### config.mk
export PLATFORM = sky130hd
export DESIGN_NAME = euler_angle_blend_rotation
export DESIGN_NICKNAME = d
export VERILOG_FILES = /design/src/eabr_pkg.sv /design/src/eabr_isqrt.sv /design/src/eabr_cordic.sv /design/src/euler_angle_blend_rotation.sv
export SDC_FILE = /design/constraint.sdc
export NUM_CORES = 2
export LEC_CHECK = 0
export BUFFER_PORTS_ARGS = -buffer_cell sky130_fd_sc_hd__buf_4
export CORE_ASPECT_RATIO = 0.5
export CORE_MARGIN = 3
export CORE_UTILIZATION = 43
export DETAILED_ROUTE_END_ITERATION = 10
export PLACE_DENSITY = 0.7
export REMOVE_ABC_BUFFERS = 1
export SLEW_MARGIN = 20
export SYNTH_ARGS = -nofsm -noshare
export SYNTH_HDL_FRONTEND = slang
export SYNTH_SLANG_ARGS = --single-unit
### constraint.sdc
create_clock -name i_clk -period 13.64 [get_ports i_clk]
set_input_delay 0.682 -clock i_clk [delete_from_list [all_inputs] [get_ports i_clk]]
set_output_delay 0.682 -clock i_clk [all_outputs]
set_load 0.05 [all_outputs]
### src/eabr_pkg.sv
package eabr_pkg;

    localparam int AngW        = 16;
    localparam int VecW        = 36;
    localparam int ZW          = 34;
    localparam int CordicSteps = 24;
    localparam int IterW       = 5;
    localparam int SqrtW       = 60;
    localparam int RootW       = 30;
    localparam int WeightW     = 9;

    localparam logic signed [VecW-1:0] CordicGain = 36'sd652032875;
    localparam logic signed [AngW-1:0] UnitQ14    = 16'sd16384;
    localparam logic signed [AngW-1:0] GimbalHigh = 16'sd16374;
    localparam logic signed [AngW-1:0] GimbalLow  = -16'sd16374;

    typedef struct packed {
        logic              command;
        logic signed [15:0] e00;
        logic signed [15:0] e10;
        logic signed [15:0] e20;
        logic signed [15:0] e01;
        logic signed [15:0] e11;
        logic signed [15:0] e21;
        logic signed [15:0] e22;
    } t_in;

    typedef struct packed {
        logic signed [15:0] o00;
        logic signed [15:0] o01;
        logic signed [15:0] o02;
        logic signed [15:0] o10;
        logic signed [15:0] o11;
        logic signed [15:0] o12;
        logic signed [15:0] o20;
        logic signed [15:0] o21;
        logic signed [15:0] o22;
    } t_out;

    typedef enum logic {
        CM_VEC = 1'b0,
        CM_ROT = 1'b1
    } t_cmode;

    typedef struct packed {
        t_cmode                 mode;
        logic signed [VecW-1:0] x;
        logic signed [VecW-1:0] y;
        logic signed [AngW-1:0] ang;
    } t_creq;

    typedef struct packed {
        logic                   busy;
        logic                   done;
        logic signed [AngW-1:0] ang;
        logic signed [AngW-1:0] sin;
        logic signed [AngW-1:0] cos;
    } t_cres;

    function automatic logic [31:0] atan_lut(input logic [IterW-1:0] idx);
        logic [31:0] v;
        unique case (idx)
            5'd0:  v = 32'd536870912;
            5'd1:  v = 32'd316933406;
            5'd2:  v = 32'd167458907;
            5'd3:  v = 32'd85004756;
            5'd4:  v = 32'd42667331;
            5'd5:  v = 32'd21354465;
            5'd6:  v = 32'd10679838;
            5'd7:  v = 32'd5340245;
            5'd8:  v = 32'd2670163;
            5'd9:  v = 32'd1335087;
            5'd10: v = 32'd667544;
            5'd11: v = 32'd333772;
            5'd12: v = 32'd166886;
            5'd13: v = 32'd83443;
            5'd14: v = 32'd41722;
            5'd15: v = 32'd20861;
            5'd16: v = 32'd10430;
            5'd17: v = 32'd5215;
            5'd18: v = 32'd2608;
            5'd19: v = 32'd1304;
            5'd20: v = 32'd652;
            5'd21: v = 32'd326;
            5'd22: v = 32'd163;
            5'd23: v = 32'd81;
            default: v = 32'd0;
        endcase
        return v;
    endfunction

    function automatic logic signed [AngW-1:0] clamp_unit(input logic signed [19:0] v);
        logic signed [AngW-1:0] r;
        if (v > 20'sd16384) begin
            r = UnitQ14;
        end else if (v < -20'sd16384) begin
            r = -UnitQ14;
        end else begin
            r = v[AngW-1:0];
        end
        return r;
    endfunction

endpackage

### src/eabr_isqrt.sv
module eabr_isqrt (
    input  logic                        i_clk,
    input  logic                        i_rst_n,
    input  logic                        i_start,
    input  logic [eabr_pkg::SqrtW-1:0]  i_val,
    output logic                        o_busy,
    output logic                        o_done,
    output logic [eabr_pkg::RootW-1:0]  o_root
);
    import eabr_pkg::*;

    logic             r_busy;
    logic             r_done;
    logic [SqrtW-1:0] r_v;
    logic [SqrtW-1:0] r_res;
    logic [SqrtW-1:0] r_bit;
    logic [SqrtW-1:0] w_trial;

    assign w_trial = r_res + r_bit;

    always_ff @(posedge i_clk) begin
        if (!i_rst_n) begin
            r_busy <= 1'b0;
            r_done <= 1'b0;
        end else begin
            r_done <= 1'b0;
            if (i_start) begin
                r_busy <= 1'b1;
            end else if (r_busy && r_bit[0]) begin
                r_busy <= 1'b0;
                r_done <= 1'b1;
            end
        end
    end

    // One result bit per cycle, starting from the highest even bit position.
    always_ff @(posedge i_clk) begin
        if (i_start) begin
            r_v   <= i_val;
            r_res <= '0;
            r_bit <= SqrtW'(1) << (SqrtW - 2);
        end else if (r_busy) begin
            if (r_v >= w_trial) begin
                r_v   <= r_v - w_trial;
                r_res <= (r_res >> 1) + r_bit;
            end else begin
                r_res <= r_res >> 1;
            end
            r_bit <= r_bit >> 2;
        end
    end

    assign o_busy = r_busy;
    assign o_done = r_done;
    assign o_root = r_res[RootW-1:0];

endmodule

### src/eabr_cordic.sv
module eabr_cordic (
    input  logic            i_clk,
    input  logic            i_rst_n,
    input  logic            i_start,
    input  eabr_pkg::t_creq i_req,
    output eabr_pkg::t_cres o_res
);
    import eabr_pkg::*;

    logic                   r_busy;
    logic                   r_done;
    t_cmode                 r_mode;
    logic                   r_zero;
    logic                   r_flip;
    logic [IterW-1:0]       r_i;
    logic signed [VecW-1:0] r_x;
    logic signed [VecW-1:0] r_y;
    logic signed [ZW-1:0]   r_z;

    logic signed [VecW-1:0] w_dx;
    logic signed [VecW-1:0] w_dy;
    logic signed [ZW-1:0]   w_at;
    logic                   w_pos;
    logic [31:0]            w_z0;
    logic                   w_flip0;
    logic [31:0]            w_zr;
    logic signed [VecW-1:0] w_xr;
    logic signed [VecW-1:0] w_yr;
    logic signed [19:0]     w_c;
    logic signed [19:0]     w_s;

    assign w_dx  = r_y >>> r_i;
    assign w_dy  = r_x >>> r_i;
    assign w_at  = ZW'(atan_lut(r_i));
    assign w_pos = (r_mode == CM_VEC) ? !r_y[VecW-1] : !r_z[ZW-1];

    assign w_flip0 = (i_req.ang > UnitQ14) || (i_req.ang < -UnitQ14);
    assign w_z0    = {i_req.ang, 16'h0000} + (w_flip0 ? 32'h8000_0000 : 32'h0000_0000);

    always_ff @(posedge i_clk) begin
        if (!i_rst_n) begin
            r_busy <= 1'b0;
            r_done <= 1'b0;
        end else begin
            r_done <= 1'b0;
            if (i_start) begin
                r_busy <= 1'b1;
            end else if (r_busy && (r_i == IterW'(CordicSteps - 1))) begin
                r_busy <= 1'b0;
                r_done <= 1'b1;
            end
        end
    end

    always_ff @(posedge i_clk) begin
        if (i_start) begin
            r_mode <= i_req.mode;
            r_i    <= '0;
            r_flip <= w_flip0;
            r_zero <= (i_req.x == '0) && (i_req.y == '0);
            if (i_req.mode == CM_ROT) begin
                r_x <= CordicGain;
                r_y <= '0;
                r_z <= ZW'($signed(w_z0));
            end else if (i_req.x[VecW-1]) begin
                // Left half-plane: turn the vector by half a turn first.
                r_x <= -i_req.x;
                r_y <= -i_req.y;
                r_z <= ZW'(33'h0_8000_0000);
            end else begin
                r_x <= i_req.x;
                r_y <= i_req.y;
                r_z <= '0;
            end
        end else if (r_busy) begin
            r_i <= r_i + 1'b1;
            if (r_mode == CM_VEC) begin
                if (w_pos) begin
                    r_x <= r_x + w_dx;
                    r_y <= r_y - w_dy;
                    r_z <= r_z + w_at;
                end else begin
                    r_x <= r_x - w_dx;
                    r_y <= r_y + w_dy;
                    r_z <= r_z - w_at;
                end
            end else begin
                if (w_pos) begin
                    r_x <= r_x - w_dx;
                    r_y <= r_y + w_dy;
                    r_z <= r_z - w_at;
                end else begin
                    r_x <= r_x + w_dx;
                    r_y <= r_y - w_dy;
                    r_z <= r_z + w_at;
                end
            end
        end
    end

    assign w_zr = r_z[31:0] + 32'h0000_8000;
    assign w_xr = r_x + 36'sd32768;
    assign w_yr = r_y + 36'sd32768;
    assign w_c  = r_flip ? -w_xr[VecW-1:16] : w_xr[VecW-1:16];
    assign w_s  = r_flip ? -w_yr[VecW-1:16] : w_yr[VecW-1:16];

    always_comb begin
        o_res.busy = r_busy;
        o_res.done = r_done;
        o_res.ang  = r_zero ? '0 : $signed(w_zr[31:16]);
        o_res.cos  = clamp_unit(w_c);
        o_res.sin  = clamp_unit(w_s);
    end

endmodule

### src/euler_angle_blend_rotation.sv
// Z-Y-X Euler extraction and blend of rotation matrices.
//
// Input channel (i_in_valid / o_in_ready, i_in_data): one transaction holds a
// command and seven Q1.14 entries of a rotation matrix. A load command turns
// them into roll, pitch and yaw and keeps these as the reference; it produces
// no output. A fuse command blends the new angles with the reference at the
// weight held in register 0 (APB, byte address 0) and rebuilds the matrix.
// Output channel (o_out_valid / i_out_ready, o_out_data): nine Q1.14 entries.
//
// One item at a time runs through a single CORDIC unit, used up to six times
// (24 steps each), an integer square root of one bit per cycle and one shared
// multiplier. A load ends when o_in_ready returns; a fuse ends by raising
// o_out_valid. Under gimbal lock both skip the yaw step. o_in_ready is high
// only while the block is idle, so a new item is taken only once the previous
// one is through. A finished result waits in the output register; when the
// receiver stalls, the next item may still be accepted and worked on, and it
// waits only at the very end until the previous result has gone.
// Reset sets the weight to 205 and the reference to the identity orientation.
module euler_angle_blend_rotation (
    input  logic           i_clk,
    input  logic           i_rst_n,
    input  logic           i_in_valid,
    output logic           o_in_ready,
    input  eabr_pkg::t_in  i_in_data,
    output logic           o_out_valid,
    input  logic           i_out_ready,
    output eabr_pkg::t_out o_out_data,
    input  logic           psel,
    input  logic           penable,
    input  logic           pwrite,
    input  logic [2:0]     paddr,
    input  logic [31:0]    pwdata,
    output logic [31:0]    prdata,
    output logic           pready
);
    import eabr_pkg::*;

    localparam logic [2:0] AddrWeight = 3'd0;

    typedef enum logic [9:0] {
        S_IDLE   = 10'b00_0000_0001,
        S_SQ     = 10'b00_0000_0010,
        S_SQRT   = 10'b00_0000_0100,
        S_PITCH  = 10'b00_0000_1000,
        S_YAW    = 10'b00_0001_0000,
        S_ROLL   = 10'b00_0010_0000,
        S_BLEND  = 10'b00_0100_0000,
        S_SINCOS = 10'b00_1000_0000,
        S_MAT    = 10'b01_0000_0000,
        S_OUT    = 10'b10_0000_0000
    } t_state;

    typedef enum logic [2:0] {
        AS_CY, AS_SY, AS_CP, AS_SP, AS_T1, AS_T2
    } t_asel;

    typedef enum logic [2:0] {
        BS_SP, BS_CP, BS_SR, BS_CR, BS_NEG
    } t_bsel;

    typedef enum logic [2:0] {
        MO_T1, MO_T2, MO_LOAD, MO_ADD, MO_SUB
    } t_mop;

    typedef struct packed {
        t_asel      a;
        t_bsel      b;
        t_mop       op;
        logic       sh;
        logic       fin;
        logic [3:0] idx;
    } t_mstep;

    // Product schedule for the rebuilt matrix yaw * pitch * roll.
    function automatic t_mstep mat_step(input logic [3:0] s);
        t_mstep m;
        unique case (s)
            4'd0:  m = '{AS_CY, BS_SP, MO_T1,   1'b0, 1'b0, 4'd0};
            4'd1:  m = '{AS_SY, BS_SP, MO_T2,   1'b0, 1'b0, 4'd0};
            4'd2:  m = '{AS_CY, BS_CP, MO_LOAD, 1'b1, 1'b1, 4'd0};
            4'd3:  m = '{AS_T1, BS_SR, MO_LOAD, 1'b0, 1'b0, 4'd0};
            4'd4:  m = '{AS_SY, BS_CR, MO_SUB,  1'b1, 1'b1, 4'd1};
            4'd5:  m = '{AS_T1, BS_CR, MO_LOAD, 1'b0, 1'b0, 4'd0};
            4'd6:  m = '{AS_SY, BS_SR, MO_ADD,  1'b1, 1'b1, 4'd2};
            4'd7:  m = '{AS_SY, BS_CP, MO_LOAD, 1'b1, 1'b1, 4'd3};
            4'd8:  m = '{AS_T2, BS_SR, MO_LOAD, 1'b0, 1'b0, 4'd0};
            4'd9:  m = '{AS_CY, BS_CR, MO_ADD,  1'b1, 1'b1, 4'd4};
            4'd10: m = '{AS_T2, BS_CR, MO_LOAD, 1'b0, 1'b0, 4'd0};
            4'd11: m = '{AS_CY, BS_SR, MO_SUB,  1'b1, 1'b1, 4'd5};
            4'd12: m = '{AS_SP, BS_NEG, MO_LOAD, 1'b1, 1'b1, 4'd6};
            4'd13: m = '{AS_CP, BS_SR, MO_LOAD, 1'b1, 1'b1, 4'd7};
            4'd14: m = '{AS_CP, BS_CR, MO_LOAD, 1'b1, 1'b1, 4'd8};
            default: m = '{AS_CY, BS_SP, MO_LOAD, 1'b0, 1'b0, 4'd0};
        endcase
        return m;
    endfunction

    t_state                 r_state;
    logic [3:0]             r_step;
    t_in                    r_in;
    logic [WeightW-1:0]     r_w;
    logic                   r_go;
    logic                   r_sq_go;
    logic                   r_neg;
    // Set when the pitch lies in the gimbal lock band of either sign.
    logic                   r_gim;
    logic [31:0]            r_sum;
    logic signed [15:0]     r_cur [3];
    logic signed [15:0]     r_ref [3];
    logic signed [15:0]     r_f   [3];
    logic signed [15:0]     r_s   [3];
    logic signed [15:0]     r_c   [3];
    logic signed [47:0]     r_prod;
    t_mstep                 r_dstep;
    logic signed [45:0]     r_acc;
    logic signed [30:0]     r_t1;
    logic signed [30:0]     r_t2;
    logic signed [15:0]     r_mat [9];
    logic signed [15:0]     r_bcur;
    logic [1:0]             r_bidx;
    t_out                   r_out;
    logic                   r_out_valid;

    logic                   w_cfg_wr;
    logic [WeightW-1:0]     w_wsat;
    logic [1:0]             w_k;
    t_creq                  w_req;
    t_cres                  w_cres;
    logic                   w_sq_busy;
    logic                   w_sq_done;
    logic [RootW-1:0]       w_root;
    logic signed [30:0]     w_ma;
    logic signed [16:0]     w_mb;
    logic signed [16:0]     w_diff;
    t_mstep                 w_mstep;
    logic signed [47:0]     w_bsum;
    logic signed [45:0]     w_term;
    logic signed [45:0]     w_acc_n;
    logic signed [45:0]     w_rnd;
    logic signed [15:0]     w_q;
    logic signed [15:0]     w_roll;
    logic                   w_gim_hi;
    logic                   w_gim_lo;
    logic                   w_in_acc;
    logic                   w_out_free;

    assign o_in_ready = (r_state == S_IDLE);
    assign w_in_acc   = i_in_valid && o_in_ready;
    assign w_out_free = !r_out_valid || i_out_ready;
    assign pready     = 1'b1;
    assign prdata     = {23'd0, r_w};
    assign w_cfg_wr   = psel && penable && pwrite && (paddr == AddrWeight);
    assign w_wsat     = (r_w > 9'd256) ? 9'd256 : r_w;
    assign w_k        = (r_step[1:0] == 2'd3) ? 2'd0 : r_step[1:0];
    assign w_mstep    = mat_step(r_step);
    assign w_diff     = r_ref[w_k] - r_cur[w_k];
    assign w_gim_hi   = (w_cres.ang >= GimbalHigh);
    assign w_gim_lo   = (w_cres.ang <= GimbalLow);
    assign w_roll     = r_neg ? -w_cres.ang : w_cres.ang;

    eabr_isqrt u_isqrt (
        .i_clk   (i_clk),
        .i_rst_n (i_rst_n),
        .i_start (r_sq_go),
        .i_val   ({r_sum, 28'd0}),
        .o_busy  (w_sq_busy),
        .o_done  (w_sq_done),
        .o_root  (w_root)
    );

    eabr_cordic u_cordic (
        .i_clk   (i_clk),
        .i_rst_n (i_rst_n),
        .i_start (r_go),
        .i_req   (w_req),
        .o_res   (w_cres)
    );

    always_comb begin
        w_req.mode = CM_VEC;
        w_req.x    = '0;
        w_req.y    = '0;
        w_req.ang  = '0;
        priority case (1'b1)
            r_state[$clog2(S_PITCH)]: begin
                w_req.x = VecW'(w_root);
                w_req.y = -(VecW'(r_in.e20) <<< 14);
            end
            r_state[$clog2(S_YAW)]: begin
                w_req.x = VecW'(r_in.e00) <<< 14;
                w_req.y = VecW'(r_in.e10) <<< 14;
            end
            r_state[$clog2(S_ROLL)]: begin
                if (r_gim) begin
                    w_req.x = VecW'(r_in.e11) <<< 14;
                    w_req.y = VecW'(r_in.e01) <<< 14;
                end else begin
                    w_req.x = VecW'(r_in.e22) <<< 14;
                    w_req.y = VecW'(r_in.e21) <<< 14;
                end
            end
            r_state[$clog2(S_SINCOS)]: begin
                w_req.mode = CM_ROT;
                w_req.ang  = r_f[w_k];
            end
            default: begin
                w_req.mode = CM_VEC;
            end
        endcase
    end

    always_comb begin
        w_ma = '0;
        w_mb = '0;
        priority case (1'b1)
            r_state[$clog2(S_SQ)]: begin
                w_ma = r_step[0] ? 31'(r_in.e10) : 31'(r_in.e00);
                w_mb = r_step[0] ? 17'(r_in.e10) : 17'(r_in.e00);
            end
            r_state[$clog2(S_BLEND)]: begin
                w_ma = 31'(w_diff);
                w_mb = $signed({8'd0, w_wsat});
            end
            r_state[$clog2(S_MAT)]: begin
                unique case (w_mstep.a)
                    AS_CY:   w_ma = 31'(r_c[2]);
                    AS_SY:   w_ma = 31'(r_s[2]);
                    AS_CP:   w_ma = 31'(r_c[1]);
                    AS_SP:   w_ma = 31'(r_s[1]);
                    AS_T1:   w_ma = r_t1;
                    AS_T2:   w_ma = r_t2;
                    default: w_ma = '0;
                endcase
                unique case (w_mstep.b)
                    BS_SP:   w_mb = 17'(r_s[1]);
                    BS_CP:   w_mb = 17'(r_c[1]);
                    BS_SR:   w_mb = 17'(r_s[0]);
                    BS_CR:   w_mb = 17'(r_c[0]);
                    BS_NEG:  w_mb = -17'sd16384;
                    default: w_mb = '0;
                endcase
            end
            default: begin
                w_ma = '0;
            end
        endcase
    end

    assign w_bsum = (48'(r_bcur) <<< 8) + r_prod + 48'sd128;
    assign w_term = r_dstep.sh ? (46'(r_prod) <<< 14) : 46'(r_prod);

    always_comb begin
        unique case (r_dstep.op)
            MO_ADD:  w_acc_n = r_acc + w_term;
            MO_SUB:  w_acc_n = r_acc - w_term;
            MO_LOAD: w_acc_n = w_term;
            default: w_acc_n = r_acc;
        endcase
    end

    assign w_rnd = w_acc_n + 46'sd134217728;
    assign w_q   = clamp_unit(20'($signed(w_rnd[45:28])));

    always_ff @(posedge i_clk) begin
        if (!i_rst_n) begin
            r_state     <= S_IDLE;
            r_step      <= '0;
            r_go        <= 1'b0;
            r_sq_go     <= 1'b0;
            r_neg       <= 1'b0;
            r_gim       <= 1'b0;
            r_out_valid <= 1'b0;
            r_w         <= 9'd205;
            r_ref[0]    <= '0;
            r_ref[1]    <= '0;
            r_ref[2]    <= '0;
        end else begin
            r_go    <= 1'b0;
            r_sq_go <= 1'b0;
            if (w_cfg_wr) begin
                r_w <= pwdata[WeightW-1:0];
            end
            if (r_out_valid && i_out_ready) begin
                r_out_valid <= 1'b0;
            end
            unique case (r_state)
                S_IDLE: begin
                    if (i_in_valid) begin
                        r_state <= S_SQ;
                        r_step  <= '0;
                    end
                end
                S_SQ: begin
                    r_step <= r_step + 1'b1;
                    if (r_step == 4'd2) begin
                        r_state <= S_SQRT;
                        r_sq_go <= 1'b1;
                    end
                end
                S_SQRT: begin
                    if (w_sq_done) begin
                        r_state <= S_PITCH;
                        r_go    <= 1'b1;
                    end
                end
                S_PITCH: begin
                    if (w_cres.done) begin
                        r_go  <= 1'b1;
                        r_neg <= w_gim_lo;
                        r_gim <= w_gim_hi || w_gim_lo;
                        if (w_gim_hi || w_gim_lo) begin
                            r_state <= S_ROLL;
                        end else begin
                            r_state <= S_YAW;
                        end
                    end
                end
                S_YAW: begin
                    if (w_cres.done) begin
                        r_state <= S_ROLL;
                        r_go    <= 1'b1;
                    end
                end
                S_ROLL: begin
                    if (w_cres.done) begin
                        if (!r_in.command) begin
                            r_ref[0] <= w_roll;
                            r_ref[1] <= r_cur[1];
                            r_ref[2] <= r_cur[2];
                            r_state  <= S_IDLE;
                        end else begin
                            r_state <= S_BLEND;
                            r_step  <= '0;
                        end
                    end
                end
                S_BLEND: begin
                    r_step <= r_step + 1'b1;
                    if (r_step == 4'd3) begin
                        r_state <= S_SINCOS;
                        r_step  <= '0;
                        r_go    <= 1'b1;
                    end
                end
                S_SINCOS: begin
                    if (w_cres.done) begin
                        if (r_step == 4'd2) begin
                            r_state <= S_MAT;
                            r_step  <= '0;
                        end else begin
                            r_step <= r_step + 1'b1;
                            r_go   <= 1'b1;
                        end
                    end
                end
                S_MAT: begin
                    r_step <= r_step + 1'b1;
                    if (r_step == 4'd15) begin
                        r_state <= S_OUT;
                    end
                end
                S_OUT: begin
                    if (w_out_free) begin
                        r_out_valid <= 1'b1;
                        r_state     <= S_IDLE;
                    end
                end
                default: begin
                    r_state <= S_IDLE;
                end
            endcase
        end
    end

    always_ff @(posedge i_clk) begin
        if (w_in_acc) begin
            r_in <= i_in_data;
        end
        r_prod  <= w_ma * w_mb;
        r_dstep <= w_mstep;
        r_bcur  <= r_cur[w_k];
        r_bidx  <= w_k;
        if (r_state == S_SQ) begin
            if (r_step == 4'd1) begin
                r_sum <= r_prod[31:0];
            end else if (r_step == 4'd2) begin
                r_sum <= r_sum + r_prod[31:0];
            end
        end
        if ((r_state == S_PITCH) && w_cres.done) begin
            r_cur[1] <= w_cres.ang;
            r_cur[2] <= '0;
        end
        if ((r_state == S_YAW) && w_cres.done) begin
            r_cur[2] <= w_cres.ang;
        end
        if ((r_state == S_ROLL) && w_cres.done) begin
            r_cur[0] <= w_roll;
        end
        if ((r_state == S_BLEND) && (r_step != 4'd0)) begin
            r_f[r_bidx] <= w_bsum[23:8];
        end
        if ((r_state == S_SINCOS) && w_cres.done) begin
            r_s[w_k] <= w_cres.sin;
            r_c[w_k] <= w_cres.cos;
        end
        if ((r_state == S_MAT) && (r_step != 4'd0)) begin
            unique case (r_dstep.op)
                MO_T1:   r_t1 <= r_prod[30:0];
                MO_T2:   r_t2 <= r_prod[30:0];
                default: r_acc <= w_acc_n;
            endcase
            if (r_dstep.fin) begin
                r_mat[r_dstep.idx] <= w_q;
            end
        end
        if ((r_state == S_OUT) && w_out_free) begin
            r_out <= '{r_mat[0], r_mat[1], r_mat[2], r_mat[3], r_mat[4],
                       r_mat[5], r_mat[6], r_mat[7], r_mat[8]};
        end
    end

    assign o_out_valid = r_out_valid;
    assign o_out_data  = r_out;

    // The shared units never run while the block is idle.
    a_idle_quiet: assert property (@(posedge i_clk) disable iff (!i_rst_n)
        (r_state == S_IDLE) |-> (!w_cres.busy && !w_sq_busy))
        else $error("arithmetic unit busy while idle");

    a_cordic_done: assert property (@(posedge i_clk) disable iff (!i_rst_n)
        w_cres.done |-> ((r_state == S_PITCH) || (r_state == S_YAW) ||
                         (r_state == S_ROLL) || (r_state == S_SINCOS)))
        else $error("CORDIC result arrived outside an angle step");

    a_sqrt_done: assert property (@(posedge i_clk) disable iff (!i_rst_n)
        w_sq_done |-> (r_state == S_SQRT))
        else $error("square root finished outside its step");

    a_out_load: assert property (@(posedge i_clk) disable iff (!i_rst_n)
        $rose(r_out_valid) |-> $past(r_state == S_OUT))
        else $error("result presented without finishing the matrix");

endmodule
==> flow_metrics.py <==
metrics = {
    "global_routing": {
        "grt_usage_pct": 23.4,
        "grt_pass1_wl_um": 413000,
        "antenna_found_initial": 4,
        "grt.overflow.total": 0,
        "grt_start_max_net_pins": 145,
        "grt_pass1_vias": 70996,
    },
    "clock_network": {
        "hold_buffers": 0,
        "insertion_delay_ns": 0.77,
        "clock-sinks": 1193,
        "root_buffer": "clkbuf_16",
        "cts_tree": "yes",
        "postCtsResizedCells": 0,
        "path_clk_slew_ns": 0.07,
        "cts_buffers": 111,
        "clockBufferDepth": 3,
        "cts_setup_buffers": 0,
        "htree_levels": 3,
    },
    "timing": {
        "tightest_slew_ns": 1.12,
        "final.min_clock_period_ns": 12.05,
        "finalHoldViolCount": 0,
        "fmax_mhz": 83.0,
        "slew_violations": 0,
        "setup_viol": 0,
        "fin_skew_ns": 0.0732,
        "fin_setup_tns_ns": 0,
        "slew_headroom_pct": 24.2,
        "rsz0062_at_grt": "no",
        "finalCritPeriodShare_pct": 88.3,
    },
    "hold_path": {
        "worstHoldPathType": "in2reg",
        "hold_depth": 1,
    },
    "floorplanning": {
        "num_rows": 120,
        "core_um2": 215000,
        "die-area_um2": 223000,
        "io_pins": 334,
        "start_util_pct": 43.5,
        "die_h_um": 336,
        "dieWidth_um": 665,
    },
    "synth": {
        "syn_area_um2": 93400,
        "yosys-top-cells-count": "nor2_1 (1,057), nand2_1 (964), edfxtp_1 (922)",
        "synth_area_leader_cell": "edfxtp_1",
        "yosys_warnings": 0,
        "syn_inst": 9893,
        "synthTopCellsByArea": "edfxtp_1 (30%), fa_1 (11%), ha_1 (7.7%)",
        "ys_ff_latch": 1193,
        "synthFlopType": "edfxtp_1",
        "synth_edf_count": 922,
        "yosysMostFrequentCell": "nor2_1",
        "async_flop_share_pct": 0,
        "synth_top_cell_area_share_pct": 29.6,
        "synth_area_per_cell_um2": 9.44,
        "ys_types": 103,
        "seq_area_frac_synth_pct": 35.4,
    },
    "setup_path": {
        "crit_fanout": 31,
        "required_ns": 14.27,
        "arrival_ns": 12.68,
        "reg2reg_depth": 44,
        "crit_top_cell": "fa_1",
        "crit_type": "reg2reg",
        "cpPeakStageDelay_ns": 0.85,
        "critPathCaptureType": "flip-flop",
        "rrSetupSlack_ns": 1.59,
        "cpMaxStageDelayCell": "a2111oi_1",
        "crit_path_start_kind": "flip-flop",
    },
    "route": {
        "ant_nets": 0,
        "vias_per_cell": 5.74,
        "wl_per_cell_um": 20.8,
        "wl_um": 268000,
        "drt_pass1_iterations": 8,
        "drt_iter0_drc": 7623,
        "drt_drc_violations_left": 0,
        "dr_total_vias": 73968,
    },
    "layout": {
        "final_util_pct": 47.6,
        "final_area_um2": 102000,
        "final_layout_size_suffix_gt1_share_pct": 8.54,
        "area_growth_pct": 9.48,
        "layout.nets": 11154,
    },
    "power_and_ir_drop": {
        "power_density_nw_per_um2": 118,
        "ir_drop_mv": 0.119,
        "cellLeakagePower_uw": 0.0411,
    },
    "place": {
        "hpwl_um": 203000,
        "placed_cell_area_um2": 98300,
        "io_buffers": 286,
        "gp_congestion": 0.971,
    },
    "job": {
        "cap_violations": 0,
    },
    "status": {
        "status": "finished, final reports clean",
    },
}
## per-layer routing
layer,wire [um],GRT usage [%],up-vias
met3,23000,4.14,552
met5,13,0,-
li1,-,-,34513
met1,116000,32.4,35962
met4,11100,8.74,2
met2,118000,36.7,2939
## layout make-up
| class | count | area (um2) |
|---|---|---|
| antenna | 1 | 2.50 |
| clock buffer | 132 | 2980 |
| clock inverter | 79 | 965 |
| fill | 19934 | 113000 |
| inverter | 882 | 3310 |
| multi-input combinational | 7324 | 55200 |
| sequential | 1193 | 33100 |
| tap | 2867 | 3590 |
| timing repair buffer | 411 | 3100 |
## final timing paths
check / startpoint / to
min reg2reg: w_mstep[6]$_DFF_P_ / r_dstep[6]$_DFF_P_
max reg2reg: r_step[0]$_SDFFE_PN0P_ / r_prod[42]$_DFF_P_
max: r_step[0]$_SDFFE_PN0P_ / r_prod[42]$_DFF_P_
min: i_in_data[68] / r_in[68]$_DFFE_PP_
## cells in the final DEF, fill, tap and decap left out, types with 43 or more instances in the layout
cell and n:
edfxtp_1 922, xnor2_1 344, mux4_2 54, o21ai_0 535, clkbuf_16 115, nand2b_1 124, o31ai_1 62, nor2b_1 121
a22oi_1 43, mux2_2 75, a211oi_1 117, mux2i_1 296, o22ai_1 51, xor2_1 233, o211ai_1 61, buf_4 410
ha_1 571, nor2_1 1045, o21a_1 115, and2_1 70, nand4_1 58, a21o_1 139, a21oi_1 571, inv_1 873
nand2_1 964, o21bai_1 74, dfxtp_1 260, nand3_1 155, nor3_1 153, or3_1 45, a31oi_1 111, fa_1 503
and3_1 108
## critical path: cells and delay by family, from the launching register on
| family | cells | cell delay (ns) |
|---|---|---|
| XOR/XNOR | 1 | 0.13 |
| multiplexers | 1 | 0.24 |
| buffers and inverters | 6 | 1.09 |
| AO/OA/AOI/OAI | 19 | 4.85 |
| AND/OR/NAND/NOR | 8 | 0.94 |
| flip-flops | 1 | 0.34 |
| adder cells (fa/ha/maj) | 9 | 4.27 |
## state kept, by name, summed over array words and instances, names as in the netlist, 10 cells and up
| name | flops |
|---|---|
| o_out_data | 144 |
| r_bcur | 16 |
| r_in | 113 |
| r_t2 | 31 |
| u_isqrt.r_res | 60 |
| u_isqrt.r_bit | 30 |
| r_prod | 46 |
| w_mstep | 14 |
| u_cordic.r_z | 34 |
| u_isqrt.r_v | 60 |
| r_state | 10 |
| r_ref | 48 |
| r_t1 | 31 |
| r_sum | 32 |
| r_acc | 46 |
| r_mat | 144 |
| u_cordic.r_x | 36 |
| r_f | 48 |
| r_c | 48 |
| u_cordic.r_y | 36 |
| r_cur | 48 |
| r_s | 48 |
| u_cordic.w_at | 30 |
## stage by stage
stage	hold WS, ns	worst slack (ns)	instances	total power, uW
after global routing	0.0518	0.813	12889	12700
after global placement	0.313	1.76	12677	8570
after floorplan	0.310	1.15	9399	7410
after detailed placement	0.313	1.68	12677	8630
final	0.0817	1.59	12889	12100
after CTS	0.0325	1.60	12888	12000
## cell families (layout without fill, tap and decap cells)
family                   count (synthesis)  in the layout  share of synthesized area (%)
flip-flops                            1193           1193                           35.4
other                                    2             25                        0.00804
XOR/XNOR                               577            577                           5.41
multiplexers                           426            426                           5.39
buffers and inverters                 1398           1504                           5.73
AND/OR/NAND/NOR                       3019           3019                           14.6
adder cells (fa/ha/maj)               1076           1076                           18.5
AO/OA/AOI/OAI                         2202           2202                           15.0
## power by group
part	switching, uW	total, uW	internal, uW
Sequential	93.4	4230	4140
Combinational	2760	4440	1680
Clock	1520	3400	1880
Total	4370	12100	7690
Note: power is estimated with default switching activity, not from simulation.
